===== src/rtl/core/assert_macros.svh =====
// Assertion macros for the RTL top level; they expect clk and rst_n in scope.
`ifndef ASSERT_MACROS_SVH
`define ASSERT_MACROS_SVH

// The consequent must hold in the same cycle as the antecedent.
`define ASSERT_IMPLIES(label, ante, cons) \
  label: assert property (@(posedge clk) disable iff (!rst_n) (ante) |-> (cons)) \
    else $error("same-cycle implication violated");

// The consequent must hold in the cycle after the antecedent.
`define ASSERT_NEXT(label, ante, cons) \
  label: assert property (@(posedge clk) disable iff (!rst_n) (ante) |=> (cons)) \
    else $error("next-cycle implication violated");

`endif


===== src/rtl/core/fic_pkg.sv =====
// Shared constants and controller/datapath signal groups of the file ID compactor.
`timescale 1ns / 1ps

package fic_pkg;

  // Inode counter wraps when it would reach the limit and restarts at two.
  localparam logic [15:0] INO_LIMIT   = 16'hffff;
  localparam logic [15:0] INO_RESTART = 16'd2;

  // Bucket hash: (dev ^ ino) mod 103, done as a multiply by floor(2^38 / 103)
  // followed by one correcting subtraction.
  localparam int          HASH_MOD   = 103;
  localparam logic [31:0] HASH_RECIP = 32'd2668717543;
  localparam int          HASH_SHIFT = 38;

  // One table entry: 64-bit key above a 32-bit compact pair.
  localparam int KEY_W  = 64;
  localparam int PAIR_W = 32;
  localparam int ENT_W  = KEY_W + PAIR_W;

  typedef struct packed {
    logic load;      // capture the input item
    logic clr_step;  // clear one bucket fill count
    logic fill_rd;   // read the bucket fill count
    logic fill_cap;  // capture the fill count, restart the way scan
    logic way_rd;    // read the current way
    logic way_cmp;   // compare the way read last cycle
    logic finish;    // load the result register and update the table
  } fic_cmd_t;

  typedef struct packed {
    logic multi_in;   // the offered item has two or more links
    logic clr_last;   // clearing the last bucket
    logic ways_done;  // every filled way of the bucket has been compared
    logic key_match;  // the way read last cycle holds the key
  } fic_sts_t;

endpackage


===== src/rtl/core/fic_ctrl.sv =====
// Controller state machine: table clearing, hash wait, way scan and result hand-off.
`timescale 1ns / 1ps

module fic_ctrl (
  input  logic              clk,
  input  logic              rst_n,
  input  logic              in_valid,
  output logic              in_ready,
  output logic              out_valid,
  input  logic              out_ready,
  input  fic_pkg::fic_sts_t sts,
  output fic_pkg::fic_cmd_t cmd
);
  import fic_pkg::*;

  typedef enum logic [3:0] {
    S_CLEAR,
    S_IDLE,
    S_HASH1,
    S_HASH2,
    S_HASH3,
    S_FILL_RD,
    S_FILL_WAIT,
    S_WAY_RD,
    S_WAY_CMP,
    S_FIN
  } state_t;

  state_t state_r, state_nxt;
  logic   out_valid_r, out_valid_nxt;

  always_comb begin
    cmd       = '0;
    state_nxt = state_r;
    unique case (state_r)
      S_CLEAR: begin
        cmd.clr_step = 1'b1;
        if (sts.clr_last) begin
          state_nxt = S_IDLE;
        end
      end
      S_IDLE: begin
        if (in_valid) begin
          cmd.load  = 1'b1;
          state_nxt = sts.multi_in ? S_HASH1 : S_FIN;
        end
      end
      S_HASH1:   state_nxt = S_HASH2;
      S_HASH2:   state_nxt = S_HASH3;
      S_HASH3:   state_nxt = S_FILL_RD;
      S_FILL_RD: begin
        cmd.fill_rd = 1'b1;
        state_nxt   = S_FILL_WAIT;
      end
      S_FILL_WAIT: begin
        cmd.fill_cap = 1'b1;
        state_nxt    = S_WAY_RD;
      end
      S_WAY_RD: begin
        if (sts.ways_done) begin
          state_nxt = S_FIN;
        end else begin
          cmd.way_rd = 1'b1;
          state_nxt  = S_WAY_CMP;
        end
      end
      S_WAY_CMP: begin
        cmd.way_cmp = 1'b1;
        state_nxt   = sts.key_match ? S_FIN : S_WAY_RD;
      end
      S_FIN: begin
        if (!out_valid_r || out_ready) begin
          cmd.finish = 1'b1;
          state_nxt  = S_IDLE;
        end
      end
      default: state_nxt = S_CLEAR;
    endcase
  end

  always_comb begin
    if (cmd.finish) begin
      out_valid_nxt = 1'b1;
    end else if (out_ready) begin
      out_valid_nxt = 1'b0;
    end else begin
      out_valid_nxt = out_valid_r;
    end
  end

  always_ff @(posedge clk) begin
    if (!rst_n) begin
      state_r     <= S_CLEAR;
      out_valid_r <= 1'b0;
    end else begin
      state_r     <= state_nxt;
      out_valid_r <= out_valid_nxt;
    end
  end

  assign in_ready  = (state_r == S_IDLE);
  assign out_valid = out_valid_r;

endmodule


===== config.mk =====
export PLATFORM = sky130hd
export DESIGN_NAME = fic_ctrl
export DESIGN_NICKNAME = d
export VERILOG_FILES = /design/src/rtl/core/assert_macros.svh /design/src/rtl/core/fic_pkg.sv /design/src/rtl/core/fic_ctrl.sv
export SDC_FILE = /design/constraint.sdc
export NUM_CORES = 1
export LEC_CHECK = 0
export BUFFER_PORTS_ARGS = -buffer_cell sky130_fd_sc_hd__buf_2
export CORE_AREA = 2 2 39 41
export DETAILED_ROUTE_END_ITERATION = 8
export DIE_AREA = 0 0 41 43
export GPL_ROUTABILITY_DRIVEN = 0
export PLACE_DENSITY_LB_ADDON = 0.08
export SLEW_MARGIN = 25
export SYNTH_ARGS = -nofsm -noshare
export SYNTH_HDL_FRONTEND = slang
export SYNTH_SLANG_ARGS = --single-unit

===== constraint.sdc =====
create_clock -name clk -period 1.4 [get_ports clk]
set_input_delay 0.28 -clock clk [delete_from_list [all_inputs] [get_ports clk]]
set_output_delay 0.28 -clock clk [all_outputs]
set_load 0.005 [all_outputs]

==> flow_metrics.env <==
export IMPL_outcome="finished, violations left"
export IMPL_violations="setup timing"
export IMPL_power_w=0.000715
export IMPL_core_sq_um=1380
export IMPL_grt_pass1_wl_microns=1810
export IMPL_cts_tree="yes"
export IMPL_worstSetupStartpointType="register"
export IMPL_syn_area_per_cell_sq_um=7.11
export IMPL_maxSlewViolCount=0
export IMPL_track_usage=0.157
export IMPL_finalCriticalPeriod_ps=1410
export IMPL_gr_total_overflow=0
export IMPL_vias=481
export IMPL_via_per_inst=5.01
export IMPL_relSlewSlack=0.830
export IMPL_initial_core_util=0.288
export IMPL_use_met2=0.209
export IMPL_use_met1=0.210
export IMPL_clk_pin_slew_worst_paths_ps=40
export IMPL_ys_seq_area_frac=0.252
export IMPL_period_share=1.01
export IMPL_wl_per_cell_microns=11.4
export IMPL_port_buffers=16
export IMPL_grt_max_degree=9
export IMPL_fin_worst_skew_ps=0.742
export IMPL_p_comb_frac=0.464
export IMPL_p_per_area_nw_per_um2=1130
export IMPL_rsz0062_at_grt="true"
export IMPL_yosysUniqueCellTypes=27
export IMPL_ios=17
export IMPL_use_met3=0.0628
export IMPL_crit_fanout=6
export IMPL_placed_area_sq_um=526
export IMPL_yosysWarnings=0
export IMPL_finalWorstSetupSlack_ps=-9.96
export IMPL_wl_microns=1090
export IMPL_max_freq_mhz=709
export IMPL_seq_power_share=0.302
export IMPL_p_int_w=0.000459
export IMPL_area_delta_synth_final_pct=59.4
export IMPL_fin_area_sq_um=634
export IMPL_rows=14
export IMPL_root_buffer="clkbuf_4"
export IMPL_busiest_layer="met1"
export IMPL_swShare=0.358
export IMPL_drcViolationCount=0
export IMPL_cts_buffers_inserted=3
export IMPL_cts_max_level=1
export IMPL_die_area_sq_um=1760
export IMPL_cts_sinks=5
export IMPL_nets=89
export IMPL_cp_data_required_time_ps=1120
export IMPL_synth_cells=56
export IMPL_final_hold_viol_count=0
export IMPL_cts_buffer_depth=2
export IMPL_ys_ff_latch=5
export IMPL_tightest_slew_ps=253
export IMPL_floorplan_die_height_microns=43
export IMPL_drv_cap=0
export IMPL_dr_pass1_iters=3
export IMPL_syn_cell_area_sq_um=398
export IMPL_synth_nets=64
export IMPL_finalSetupViolations=1
export IMPL_drive_gt1_frac=0.513
export IMPL_hp_class="in2reg"
export IMPL_ant_nets=0
export IMPL_antenna_cells=0
export IMPL_clkLatencyLatePin_ps=240
export IMPL_switching_power_w=0.000256
export IMPL_grt_pass1_vias=421
export IMPL_drtIter0Drc=6
export IMPL_antenna_found_initial=0
export IMPL_die_w_microns=41
export IMPL_hpwl_microns=842
export IMPL_peakVddDrop_uv=601
export IMPL_leakagePower_nw=0.274
export IMPL_cp_data_arrival_time_ps=1130
export IMPL_power_share_clock=0.234
export IMPL_criticalPathCategory="reg2out"
export IMPL_crit_path_end_kind="output port"
## sequential cells by signal, summed over array words and instances (netlist names)
signal,flops
state_r,4
out_valid,1
## power by group through the flow
stage / Sequential (W) / Clock [W] / Combinational, W
6_report: 0.000216 / 0.000167 / 0.000332
3_5_place_dp: 0.000196 / 0 / 0.000272
3_3_place_gp: 0.000196 / 0 / 0.000274
2_1_floorplan: 0.000177 / 0 / 0.000170
5_1_grt: 0.000220 / 0.000190 / 0.000369
4_1_cts: 0.000214 / 0.000174 / 0.000307
## cells in the final DEF, fill, tap and decap left out, types with 2 or more instances in the layout
master,instances
nand3b_1,3
clkbuf_4,3
a21oi_1,5
o21ai_1,2
inv_1,2
nor3b_1,2
buf_6,3
dfxtp_4,4
o21ai_0,3
nand2_1,3
nor2_1,6
buf_2,16
nand2b_1,2
buf_4,6
## critical path: stages (launching register included)
cell and delay, ps:
dfxtp_4 370, buf_6 140, nor3_4 150, and2_1 130, buf_2 100
## cell type report
class	instances	area, sq um
flip-flops and latches	5	115
inverters	2	7.51
well taps	16	20.0
fillers	163	749
repair buffers	25	159
clock buffers	4	26.3
multi-input cells	44	307
## cells in the mapped netlist (all sizes together)
library cell / count / area (sq um)
nor2: 7 / 26.3
a31oi: 1 / 6.26
nor4: 2 / 18.8
a211oi: 1 / 7.51
or4b: 1 / 13.8
o31ai: 1 / 7.51
or3: 1 / 6.26
nand3: 1 / 5.00
nand3b: 3 / 22.5
clkbuf: 2 / 7.51
nor3b: 2 / 15.0
nand2b: 3 / 18.8
and2: 1 / 6.26
mux2: 1 / 11.3
nor3: 3 / 15.0
and4: 1 / 8.76
inv: 2 / 7.51
buf: 3 / 17.5
a21oi: 5 / 25.0
nand2: 3 / 11.3
dfxtp: 5 / 100
nor2b: 1 / 6.26
o21ai: 6 / 33.8
## worst paths after layout
kind              startpoint          to  slack [ps]  cells after the start
hold / removal         rst_n  state_r[3]         250                      3
hold reg to reg   state_r[3]  state_r[2]         600                      3
setup / recovery  state_r[2]      cmd[6]         -10                      4
setup reg to reg  state_r[3]  state_r[3]          80                      5
## logic make-up after synthesis
kind of cell	Yosys count	share of synthesized area
AO/OA/AOI/OAI	14	0.201
flip-flops	5	0.252
buffers and inverters	7	0.0818
multiplexers	1	0.0283
AND/OR/NAND/NOR	29	0.437
## routing by layer
metal  vias to the layer above  wire, microns
li1                        250              -
met3                         0             40
met5                         -              0
met4                         0              0
met2                        10            513
met1                       221            539
## metrics by stage
| stage | util | std cells | TNS, ps | setup slack (ps) | hold slack (ps) |
|---|---|---|---|---|---|
| 4_1_cts | 0.438 | 95 | -106 | -55.3 | 241 |
| 3_5_place_dp | 0.380 | 90 | 0 | 81.1 | 500 |
| 6_report | 0.458 | 96 | -9.96 | -9.96 | 252 |
| 2_1_floorplan | - | 56 | 0 | 130 | 388 |
| 3_3_place_gp | 0.380 | 90 | 0 | 59.9 | 502 |
| 5_1_grt | 0.458 | 96 | -301 | -82.5 | 249 |
## timing repair
item                                    4_1_cts  5_1_grt
buffers inserted                              1        1
endpoints found under the setup margin        7        8
hold buffers                                  0        0
endpoints found under the hold margin         0        0
pin swaps                                     2        2
gates cloned                                  0        0
gates resized for setup                      14        6
Note: power is estimated with default switching activity, not from simulation.
